## config.mk

```make
export PLATFORM = sky130hd
export DESIGN_NAME = ac_rms_voltage_meter_top
export DESIGN_NICKNAME = d
export VERILOG_FILES = /design/src/hdl/acrms_pkg.sv /design/src/hdl/ac_rms_voltage_meter_top.sv
export SDC_FILE = /design/constraint.sdc
export NUM_CORES = 2
export LEC_CHECK = 0
export ABC_AREA = 1
export BUFFER_PORTS_ARGS = -buffer_cell sky130_fd_sc_hd__clkbuf_2
export CORE_ASPECT_RATIO = 0.7
export CORE_UTILIZATION = 65
export CTS_CLUSTER_SIZE = 8
export DETAILED_ROUTE_END_ITERATION = 7
export PLACE_DENSITY = 0.82
export SYNTH_ARGS = -nofsm -noshare
export SYNTH_HDL_FRONTEND = slang
export SYNTH_SLANG_ARGS = --single-unit
export TNS_END_PERCENT = 100
```

## constraint.sdc

```tcl
create_clock -name clk -period 9.24 [get_ports clk]
set_input_delay 0.462 -clock clk [delete_from_list [all_inputs] [get_ports clk]]
set_output_delay 0.462 -clock clk [all_outputs]
set_load 0.03 [all_outputs]
```

## src/hdl/acrms_pkg.sv

```systemverilog
// shared types and constants for the ac rms voltage meter
`default_nettype none

package acrms_pkg;

  localparam int SAMPLE_W   = 12;
  localparam int VOLT_W     = 16;
  localparam int GAIN_W     = 20;
  localparam int OFFSET_W   = 16;
  localparam int OFF_SUM_W  = 19;
  localparam int OFF_CNT_W  = 7;
  localparam int SQ_SUM_W   = 48;
  localparam int WIN_CNT_W  = 17;
  localparam int ROOT_W     = 24;
  localparam int REM_W      = 27;
  localparam int PROD_W     = 36;
  localparam int STEP_W     = 6;
  localparam int DIV_STEPS  = 48;
  localparam int SQRT_STEPS = 24;
  localparam int PADDR_W    = 5;
  localparam int PDATA_W    = 32;

  localparam logic [OFFSET_W-1:0] DC_OFFSET_RESET = 16'h8000;
  localparam logic [GAIN_W-1:0]   GAIN_RESET      = 20'd53;

  typedef enum logic [2:0] {
    REG_GAIN_CH0      = 3'd0,
    REG_GAIN_CH1      = 3'd1,
    REG_ZERO_THR      = 3'd2,
    REG_MOTOR_THR_CH0 = 3'd3,
    REG_MOTOR_THR_CH1 = 3'd4
  } reg_idx_t;

  typedef struct packed {
    logic                channel;
    logic [SAMPLE_W-1:0] sample;
    logic                window_end;
  } in_beat_t;

  typedef struct packed {
    logic              result_channel;
    logic [VOLT_W-1:0] rms_voltage;
    logic              motor_running;
  } out_beat_t;

endpackage

`default_nettype wire

```

## src/hdl/ac_rms_voltage_meter_top.sv

```systemverilog
// ac rms voltage meter: offset calibration, square accumulation, divide, root, scaling
// ordinary sample: next beat can be taken once the square and accumulate steps are done
// calibration sample: summed; the one that ends calibration adds a step (reciprocal multiply)
// window end: result valid after square, 48 divide and 24 root steps
//   on the shared 27-bit subtractor, multiply and round; next beat taken once
//   the result is loaded, later while an earlier result waits under out_stall
// synchronous active-low reset: offsets to mid-scale, calibration restarts, gains 53
`default_nettype none

module ac_rms_voltage_meter_top
  import acrms_pkg::*;
#(
  parameter int NUM_CHANNELS  = 2,
  parameter int CALIB_SAMPLES = 100,
  parameter int MAX_WINDOW    = 4096
) (
  input  wire logic               clk,
  input  wire logic               rst_n,
  // sample channel
  input  wire logic               in_valid,
  output logic                    in_stall,
  input  wire in_beat_t           in_data,
  // result channel
  output logic                    out_valid,
  input  wire logic               out_stall,
  output out_beat_t               out_data,
  // register port
  input  wire logic               psel,
  input  wire logic               penable,
  input  wire logic               pwrite,
  input  wire logic [PADDR_W-1:0] paddr,
  input  wire logic [PDATA_W-1:0] pwdata,
  output logic      [PDATA_W-1:0] prdata,
  output logic                    pready
);

  localparam int CALIB_HALF = CALIB_SAMPLES / 2;

  // offset average by reciprocal multiplication, exact for dividends below 2^23
  localparam int CAL_X_W     = OFF_SUM_W + 4;
  localparam int RECIP_SHIFT = 30;
  localparam int RECIP_W     = 32;
  localparam logic [RECIP_W-1:0] CALIB_RECIP =
    RECIP_W'(((64'd1 << RECIP_SHIFT) / CALIB_SAMPLES) + 1);

  // sequencer, one-hot
  typedef enum logic [8:0] {
    S_IDLE   = 9'b0_0000_0001,
    S_CALIB  = 9'b0_0000_0010,
    S_DIV    = 9'b0_0000_0100,
    S_SQDIFF = 9'b0_0000_1000,
    S_ACC    = 9'b0_0001_0000,
    S_SQRT   = 9'b0_0010_0000,
    S_SCALE  = 9'b0_0100_0000,
    S_OUT    = 9'b0_1000_0000,
    S_OFFSET = 9'b1_0000_0000
  } state_t;

  state_t state_r, state_nxt;

  // configuration registers
  logic [GAIN_W-1:0] gain_r      [2];
  logic [GAIN_W-1:0] gain_nxt    [2];
  logic [VOLT_W-1:0] zero_thr_r, zero_thr_nxt;
  logic [VOLT_W-1:0] motor_thr_r   [2];
  logic [VOLT_W-1:0] motor_thr_nxt [2];

  // per-channel measurement state
  logic [OFFSET_W-1:0]  dc_offset_r     [2];
  logic [OFFSET_W-1:0]  dc_offset_nxt   [2];
  logic                 offset_ready_r  [2];
  logic                 offset_ready_nxt[2];
  logic [OFF_SUM_W-1:0] offset_sum_r    [2];
  logic [OFF_SUM_W-1:0] offset_sum_nxt  [2];
  logic [OFF_CNT_W-1:0] offset_count_r  [2];
  logic [OFF_CNT_W-1:0] offset_count_nxt[2];
  logic [SQ_SUM_W-1:0]  square_sum_r    [2];
  logic [SQ_SUM_W-1:0]  square_sum_nxt  [2];
  logic [WIN_CNT_W-1:0] window_count_r  [2];
  logic [WIN_CNT_W-1:0] window_count_nxt[2];

  // captured beat
  logic                ch_r, ch_nxt;
  logic [SAMPLE_W-1:0] smp_r, smp_nxt;
  logic                wend_r, wend_nxt;

  // datapath of the shared unit
  logic [SQ_SUM_W-1:0]  q_r, q_nxt;          // dividend / quotient / radicand
  logic [REM_W-1:0]     rem_r, rem_nxt;
  logic [ROOT_W-1:0]    root_r, root_nxt;
  logic [WIN_CNT_W-1:0] divisor_r, divisor_nxt;
  logic [STEP_W-1:0]    step_r, step_nxt;
  logic [PROD_W-1:0]    prod_r, prod_nxt;

  logic      out_valid_r, out_valid_nxt;
  out_beat_t out_data_r, out_data_nxt;

  // shared subtract/compare unit
  logic [REM_W-1:0] sub_a, sub_b;
  logic [REM_W:0]   sub_diff;
  logic             sub_ge;

  // shared multiplier
  logic [VOLT_W-1:0] mul_a;
  logic [GAIN_W-1:0] mul_b;
  logic [PROD_W-1:0] mul_p;

  // helpers
  logic                         ch_ok;
  logic                         cfg_wr;
  logic [OFFSET_W-1:0]          scaled;
  logic [OFFSET_W-1:0]          abs_d;
  logic [OFF_SUM_W-1:0]         cal_sum;
  logic [OFF_CNT_W-1:0]         cal_cnt;
  logic [CAL_X_W+RECIP_W-1:0]   offset_prod;
  logic                         win_room;
  logic [SQ_SUM_W-1:0]          acc_sum;
  logic [WIN_CNT_W-1:0]         acc_cnt;
  logic [VOLT_W-1:0]            rms_sat;
  logic [PROD_W:0]              rounded;
  logic [VOLT_W-1:0]            volts_sat;
  logic [VOLT_W-1:0]            volts_fl;

  assign in_stall  = (state_r != S_IDLE);
  assign out_valid = out_valid_r;
  assign out_data  = out_data_r;
  assign pready    = 1'b1;
  assign cfg_wr    = psel && penable && pwrite;

  assign ch_ok = (int'(in_data.channel) < NUM_CHANNELS);

  // one subtractor serves every divide and root step
  assign sub_diff = {1'b0, sub_a} - {1'b0, sub_b};
  assign sub_ge   = !sub_diff[REM_W];

  assign mul_p = mul_a * mul_b;

  // deviation of the sample from the channel offset, Q12.4
  assign scaled = {smp_r, 4'b0000};
  assign abs_d  = (scaled >= dc_offset_r[ch_r]) ? (scaled - dc_offset_r[ch_r])
                                                : (dc_offset_r[ch_r] - scaled);

  assign cal_sum = offset_sum_r[ch_r] + OFF_SUM_W'(smp_r);
  assign cal_cnt = offset_count_r[ch_r] + OFF_CNT_W'(1);

  // rounded offset sum times the reciprocal of the calibration count
  assign offset_prod = (CAL_X_W+RECIP_W)'(q_r[CAL_X_W-1:0]) *
                       (CAL_X_W+RECIP_W)'(CALIB_RECIP);

  // a full window drops further samples but still closes on the mark
  assign win_room = (window_count_r[ch_r] < WIN_CNT_W'(MAX_WINDOW));
  assign acc_sum  = win_room ? (square_sum_r[ch_r] + SQ_SUM_W'(prod_r)) : square_sum_r[ch_r];
  assign acc_cnt  = win_room ? (window_count_r[ch_r] + WIN_CNT_W'(1)) : window_count_r[ch_r];

  assign rms_sat = (|root_r[ROOT_W-1:VOLT_W]) ? {VOLT_W{1'b1}} : root_r[VOLT_W-1:0];

  // round half up to 1/16 V, saturate, then the noise floor
  assign rounded   = {1'b0, prod_r} + (PROD_W+1)'(32768);
  assign volts_sat = (|rounded[PROD_W:32]) ? {VOLT_W{1'b1}} : rounded[31:16];
  assign volts_fl  = (volts_sat < zero_thr_r) ? '0 : volts_sat;

  // register reads
  always_comb begin
    case (reg_idx_t'(paddr[4:2]))
      REG_GAIN_CH0:      prdata = PDATA_W'(gain_r[0]);
      REG_GAIN_CH1:      prdata = PDATA_W'(gain_r[1]);
      REG_ZERO_THR:      prdata = PDATA_W'(zero_thr_r);
      REG_MOTOR_THR_CH0: prdata = PDATA_W'(motor_thr_r[0]);
      REG_MOTOR_THR_CH1: prdata = PDATA_W'(motor_thr_r[1]);
      default:           prdata = '0;
    endcase
  end

  // register writes
  always_comb begin
    gain_nxt      = gain_r;
    zero_thr_nxt  = zero_thr_r;
    motor_thr_nxt = motor_thr_r;
    if (cfg_wr) begin
      case (reg_idx_t'(paddr[4:2]))
        REG_GAIN_CH0:      gain_nxt[0]      = pwdata[GAIN_W-1:0];
        REG_GAIN_CH1:      gain_nxt[1]      = pwdata[GAIN_W-1:0];
        REG_ZERO_THR:      zero_thr_nxt     = pwdata[VOLT_W-1:0];
        REG_MOTOR_THR_CH0: motor_thr_nxt[0] = pwdata[VOLT_W-1:0];
        REG_MOTOR_THR_CH1: motor_thr_nxt[1] = pwdata[VOLT_W-1:0];
        default: ;
      endcase
    end
  end

  // sequencer
  always_comb begin
    state_nxt        = state_r;
    dc_offset_nxt    = dc_offset_r;
    offset_ready_nxt = offset_ready_r;
    offset_sum_nxt   = offset_sum_r;
    offset_count_nxt = offset_count_r;
    square_sum_nxt   = square_sum_r;
    window_count_nxt = window_count_r;
    ch_nxt           = ch_r;
    smp_nxt          = smp_r;
    wend_nxt         = wend_r;
    q_nxt            = q_r;
    rem_nxt          = rem_r;
    root_nxt         = root_r;
    divisor_nxt      = divisor_r;
    step_nxt         = step_r;
    prod_nxt         = prod_r;
    out_data_nxt     = out_data_r;
    // a taken result beat frees the output register
    out_valid_nxt    = out_valid_r && out_stall;
    sub_a            = '0;
    sub_b            = '0;
    mul_a            = '0;
    mul_b            = '0;

    case (state_r)
      S_IDLE: begin
        // beats of an absent channel are dropped
        if (in_valid && ch_ok) begin
          ch_nxt    = in_data.channel;
          smp_nxt   = in_data.sample;
          wend_nxt  = in_data.window_end;
          state_nxt = offset_ready_r[in_data.channel] ? S_SQDIFF : S_CALIB;
        end
      end

      S_CALIB: begin
        // window marks are ignored until the offset is known
        offset_sum_nxt[ch_r]   = cal_sum;
        offset_count_nxt[ch_r] = cal_cnt;
        if (cal_cnt >= OFF_CNT_W'(CALIB_SAMPLES)) begin
          // dividend with the half-up rounding term
          q_nxt     = SQ_SUM_W'({cal_sum, 4'b0000}) + SQ_SUM_W'(CALIB_HALF);
          state_nxt = S_OFFSET;
        end else begin
          state_nxt = S_IDLE;
        end
      end

      S_OFFSET: begin
        dc_offset_nxt[ch_r]    = offset_prod[RECIP_SHIFT +: OFFSET_W];
        offset_ready_nxt[ch_r] = 1'b1;
        state_nxt              = S_IDLE;
      end

      S_DIV: begin
        // restoring divide, one quotient bit per cycle
        sub_a    = {9'b0, rem_r[WIN_CNT_W-1:0], q_r[SQ_SUM_W-1]};
        sub_b    = {10'b0, divisor_r};
        rem_nxt  = sub_ge ? sub_diff[REM_W-1:0] : sub_a;
        q_nxt    = {q_r[SQ_SUM_W-2:0], sub_ge};
        step_nxt = step_r + STEP_W'(1);
        if (step_r == STEP_W'(DIV_STEPS - 1)) begin
          rem_nxt   = '0;
          root_nxt  = '0;
          step_nxt  = '0;
          state_nxt = S_SQRT;
        end
      end

      S_SQDIFF: begin
        mul_a     = abs_d;
        mul_b     = GAIN_W'(abs_d);
        prod_nxt  = mul_p;
        state_nxt = S_ACC;
      end

      S_ACC: begin
        if (wend_r) begin
          square_sum_nxt[ch_r]   = '0;
          window_count_nxt[ch_r] = '0;
          if (acc_cnt == '0) begin
            // empty window reads as zero volts
            root_nxt  = '0;
            state_nxt = S_SCALE;
          end else begin
            q_nxt       = acc_sum;
            divisor_nxt = acc_cnt;
            rem_nxt     = '0;
            step_nxt    = '0;
            state_nxt   = S_DIV;
          end
        end else begin
          square_sum_nxt[ch_r]   = acc_sum;
          window_count_nxt[ch_r] = acc_cnt;
          state_nxt              = S_IDLE;
        end
      end

      S_SQRT: begin
        // digit-by-digit root, two radicand bits per cycle
        sub_a    = {rem_r[REM_W-3:0], q_r[SQ_SUM_W-1:SQ_SUM_W-2]};
        sub_b    = {1'b0, root_r, 2'b01};
        rem_nxt  = sub_ge ? sub_diff[REM_W-1:0] : sub_a;
        root_nxt = {root_r[ROOT_W-2:0], sub_ge};
        q_nxt    = {q_r[SQ_SUM_W-3:0], 2'b00};
        step_nxt = step_r + STEP_W'(1);
        if (step_r == STEP_W'(SQRT_STEPS - 1)) begin
          state_nxt = S_SCALE;
        end
      end

      S_SCALE: begin
        mul_a     = rms_sat;
        mul_b     = gain_r[ch_r];
        prod_nxt  = mul_p;
        state_nxt = S_OUT;
      end

      S_OUT: begin
        // hold here until the output register is free
        if (!out_valid_r || !out_stall) begin
          out_valid_nxt               = 1'b1;
          out_data_nxt.result_channel = ch_r;
          out_data_nxt.rms_voltage    = volts_fl;
          out_data_nxt.motor_running  = (volts_fl > motor_thr_r[ch_r]);
          state_nxt                   = S_IDLE;
        end
      end

      default: begin
        state_nxt = S_IDLE;
      end
    endcase
  end

  always_ff @(posedge clk) begin
    if (!rst_n) begin
      state_r      <= S_IDLE;
      out_valid_r  <= 1'b0;
      gain_r[0]    <= GAIN_RESET;
      gain_r[1]    <= GAIN_RESET;
      zero_thr_r   <= '0;
      motor_thr_r[0] <= '0;
      motor_thr_r[1] <= '0;
      for (int i = 0; i < 2; i++) begin
        dc_offset_r[i]    <= DC_OFFSET_RESET;
        offset_ready_r[i] <= 1'b0;
        offset_sum_r[i]   <= '0;
        offset_count_r[i] <= '0;
        square_sum_r[i]   <= '0;
        window_count_r[i] <= '0;
      end
    end else begin
      state_r        <= state_nxt;
      out_valid_r    <= out_valid_nxt;
      gain_r         <= gain_nxt;
      zero_thr_r     <= zero_thr_nxt;
      motor_thr_r    <= motor_thr_nxt;
      dc_offset_r    <= dc_offset_nxt;
      offset_ready_r <= offset_ready_nxt;
      offset_sum_r   <= offset_sum_nxt;
      offset_count_r <= offset_count_nxt;
      square_sum_r   <= square_sum_nxt;
      window_count_r <= window_count_nxt;
    end
  end

  // datapath registers, no reset needed
  always_ff @(posedge clk) begin
    ch_r         <= ch_nxt;
    smp_r        <= smp_nxt;
    wend_r       <= wend_nxt;
    q_r          <= q_nxt;
    rem_r        <= rem_nxt;
    root_r       <= root_nxt;
    divisor_r    <= divisor_nxt;
    step_r       <= step_nxt;
    prod_r       <= prod_nxt;
    out_data_r   <= out_data_nxt;
  end

  // once calibrated a channel stays calibrated
  a_ready_sticky0: assert property (@(posedge clk) disable iff (!rst_n)
    offset_ready_r[0] |=> offset_ready_r[0])
    else $error("channel 0 lost its offset");

  a_ready_sticky1: assert property (@(posedge clk) disable iff (!rst_n)
    offset_ready_r[1] |=> offset_ready_r[1])
    else $error("channel 1 lost its offset");

  // window counts never pass the window limit
  a_window_bound: assert property (@(posedge clk) disable iff (!rst_n)
    (window_count_r[0] <= WIN_CNT_W'(MAX_WINDOW)) &&
    (window_count_r[1] <= WIN_CNT_W'(MAX_WINDOW)))
    else $error("window count over limit");

  // a new result only comes out of the output step
  a_result_source: assert property (@(posedge clk) disable iff (!rst_n)
    (!out_valid_r || !out_stall) && out_valid_nxt |-> state_r == S_OUT)
    else $error("result loaded outside output step");

  // no new beat is taken while a computation is running
  a_busy_no_accept: assert property (@(posedge clk) disable iff (!rst_n)
    (state_r == S_DIV || state_r == S_SQRT) |=> (state_r != S_SQDIFF && state_r != S_CALIB))
    else $error("beat taken during divide or root");

endmodule

`default_nettype wire
```

==> reports/qor_table.md <==
| Item | Value |
|:---|:---|
| WL final | 169 mm |
| Kind of path behind the tightest hold check | input pin to flop |
| Least-Margin Pin Slew | 1420 ps |
| Ys async rst share | 0% |
| Element type at the critical path start | flop |
| Longest individual stage delay on the worst path | 530 ps |
| Count of state elements after synthesis | 502 |
| Non-filler instance count after layout | 8,036 |
| Pwr/cell area | 285 nW/µm² |
| Cell at the root of the clock tree | sky130_fd_sc_hd__clkbuf_16 |
| Ratio of routed vias to standard cells | 6.04 |
| Kind of critical path | flop to flop |
| Vias in the first global route | 45,500 |
| Global placer's final weighted congestion | 1.05 |
| Data arrival time of the critical path | 9430 ps |
| DR iter-0 viols | 6,429 |
| Clock skew after layout | 38.9 ps |
| Complex-gate fraction of the synthesized area | 14.7% |
| Shortest period the worst path allows | 8980 ps |
| H-tree depth | 3 |
| Placement Rows | 86 |
| Insertion delay to the later sink of the worst-skew pair | 660 ps |
| Number of remaining DRC errors | 4 |
| Combinational family with the most area after synthesis | adder cells |
| Average footprint of a synthesized cell | 7.56 µm² |
| Run status | finished, violations left |
| All-Layer GR Usage | 41.2% |
| Maximum number of pins on one net before global-route repair | 109 |
| Top cell by count, worst path | sky130_fd_sc_hd__inv_1 |
| Number of I/O port buffers | 83 |
| Area of the multi-input gates | 34,300 µm² |
| Layout overhead on the synthesized area | 7.16% |
| Floorplan Core Area | 79,100 µm² |
| Final clock period utilization by the worst path | 97.2% |
| Chip Height | 239 µm |
| Average wire per cell in the routed design | 21.0 µm |
| Sequential-to-total area share from yosys stat | 22.9% |
| Most used flip-flop cell after synthesis | sky130_fd_sc_hd__dfxtp_1 |
| CP max-delay cell | sky130_fd_sc_hd__fa_1 |
| Setup-violating endpoint count in the final report | 0 |
| Die width | 341 µm |
| Mapped cell area | 52,200 µm² |
| Adder and majority gate portion of the synthesized area | 28.7% |
| Total via count after detailed routing | 48,600 |
| Warnings from Yosys | 0 |
| Area occupied by registers | 11,900 µm² |
| Violations in the final reports | DRC |
| CTS max path bufs | 3 |
| Worst endpoint required time | 9690 ps |
| Count of cell types in the netlist | 71 |
| Antenna violations before repair | 2 |
| Count of endpoints failing hold in the final timing report | 0 |
| Final std cell area, no fill | 55,900 µm² |
| Sinks on the clock net | 502 |
| Remaining global-route overflow | 0 |
| Multiplexer fraction of the synthesized cell area | 0.230% |
| Total leakage power | 27.2 nW |
| Clock tree from TritonCTS | yes |
| Count of filler cells inserted in the layout | 6,517 |
| Kind of end point of the critical path | flop |
| Number of enable flip-flop cells after synthesis | 188 |
| Final count of pins violating max slew | 0 |
| Post-Place Cells | 7,892 |
| Initial core utilization | 66.0% |
| Hold_ws | 45.8 ps |
| Maximum resistive drop on vdd | 0.882 mV |
| Reg clk slew, reported paths | 50 ps |
| Detailed-routing iteration count for the pre-antenna-repair pass | 8 |
| HPWL reported at the end of detailed placement | 131 mm |
| Relative slew margins | 4.58% |
| Remaining antenna violation count after routing | 0 |
| Cell count after synthesis | 6,903 |
| Cell area after placement | 53,500 µm² |
| Number of violations of the max-capacitance limit | 0 |
| Max Fanout on Critical Path | 15 |
| Number of clock buffers inserted by TritonCTS | 73 |
| Post-synthesis share of cell area spent on and, or, nand and nor gates | 19.4% |
| Nets | 7,916 |
| Xor-xnor portion of the synthesized cell area | 2.38% |
| Fraction of layout cells with a size suffix above 1 | 6.59% |
| Number of primary I/O pins | 111 |
| Upper clock frequency limit | 111 MHz |
| Global-route wire length before repair | 258 mm |
| Overall die area | 81,400 µm² |
[final cells by class]
| class | instances | share of cell area [%] |
|---|---|---|
| Inverter | 1276 | 8.59 |
| Tap cell | 1056 | 2.36 |
| Clock buffer | 116 | 3.59 |
| Clock inverter | 8 | 0.329 |
| Antenna cell | 2 | 0.00895 |
| Timing Repair Buffer | 194 | 2.34 |
| Multi-Input combinational cell | 4882 | 61.4 |
| Sequential cell | 502 | 21.3 |
[worst paths after layout]
path / start / slack, ps / cells after the start / endpoint
worst min-delay path: in_data[0] / 50 / 1 / wend_r
worst min register to register: offset_count_r[7] / 460 / 1 / offset_count_r[7]
worst max-delay path: ch_r / 260 / 40 / prod_r[35]
worst max register to register: ch_r / 260 / 40 / prod_r[35]
[kinds of logic after synthesis]
logic type,count (synthesis)
AO/OA/AOI/OAI,1388
adder cells (fa/ha/maj),929
flip-flops,502
buffers and inverters,1530
other,2
AND/OR/NAND/NOR,2401
multiplexers,12
XOR/XNOR,139
[sequential cells by signal, indices dropped and copies added (netlist names), 32 cells and up]
register        cells
square_sum_r       96
q_r                48
gain_r             40
offset_sum_r       38
prod_r             36
window_count_r     34
dc_offset_r        32
motor_thr_r        32
[metrics by stage]
stage	TNS (ps)	setup slack [ps]	util (%)	total power [mW]
after floorplan	0	786	-	9.76
after global placement	0	348	67.6	12.6
after detailed placement	0	242	67.6	12.8
after CTS	0	182	70.5	15.5
after global routing	-7.32	-4.00	70.7	17.2
final	0	258	70.7	15.9
[what timing repair did]
action / 4_1_cts / 5_1_grt
hold buffers: 12 / 0
buffers inserted: 0 / 6
resized for setup: 0 / 16
hold endpoints to repair: 12 / 0
endpoints found under the setup margin: 0 / 20
[worst max-delay path: cells and delay by family, from the launching register on]
kind | cells | cell delay, ps
buffers and inverters | 13 | 1360
XOR/XNOR | 1 | 260
adder cells (fa/ha/maj) | 8 | 3690
AND/OR/NAND/NOR | 10 | 1540
AO/OA/AOI/OAI | 8 | 1470
flip-flops | 1 | 410
[synth_stat cells (51+ instances only)]
master / instances / area [µm²]
sky130_fd_sc_hd__fa_1: 449 / 8990
sky130_fd_sc_hd__nor2_1: 504 / 1890
sky130_fd_sc_hd__o211ai_1: 51 / 383
sky130_fd_sc_hd__xnor2_1: 53 / 464
sky130_fd_sc_hd__ha_1: 480 / 6010
sky130_fd_sc_hd__clkbuf_1: 139 / 522
sky130_fd_sc_hd__edfxtp_1: 188 / 5650
sky130_fd_sc_hd__buf_2: 57 / 285
sky130_fd_sc_hd__nand2_1: 1358 / 5100
sky130_fd_sc_hd__inv_1: 1254 / 4710
sky130_fd_sc_hd__nand4_1: 54 / 338
sky130_fd_sc_hd__dfxtp_1: 314 / 6290
sky130_fd_sc_hd__xor2_1: 83 / 727
sky130_fd_sc_hd__nand3_1: 271 / 1360
sky130_fd_sc_hd__o21ai_0: 557 / 2790
sky130_fd_sc_hd__a21oi_1: 566 / 2830
[routing by layer]
metal | part of all wire [%] | track usage (%) | vias to the layer above | wire length (µm)
li1 | - | - | 22200 | -
met1 | 42 | 59.9 | 22800 | 70600
met2 | 38 | 53.8 | 3206 | 63400
met3 | 17 | 18.0 | 399 | 28700
met4 | 3.4 | 13.2 | 6 | 5730
met5 | 0.068 | 0.595 | - | 114
[cells in the final DEF (no fill, tap or decap), drive strengths merged, types with 21 or more instances in the layout]
cell type     n
dfxtp       314
o21ai       583
clkbuf      199
o211ai       53
nand3       277
xor2         85
a221oi       33
nand2      1398
a21oi       574
nor3         52
nor4         21
fa          449
buf          99
nor2        526
or2          52
nand4        54
o21bai       24
inv        1271
edfxtp      188
xnor2        54
ha          480
[report_power, final]
group / switching [mW] / internal, mW
clock: 1.10 / 1.50
sequential: 0.0662 / 2.40
combinational: 7.37 / 3.50
Note: power is estimated with default switching activity, not from simulation.
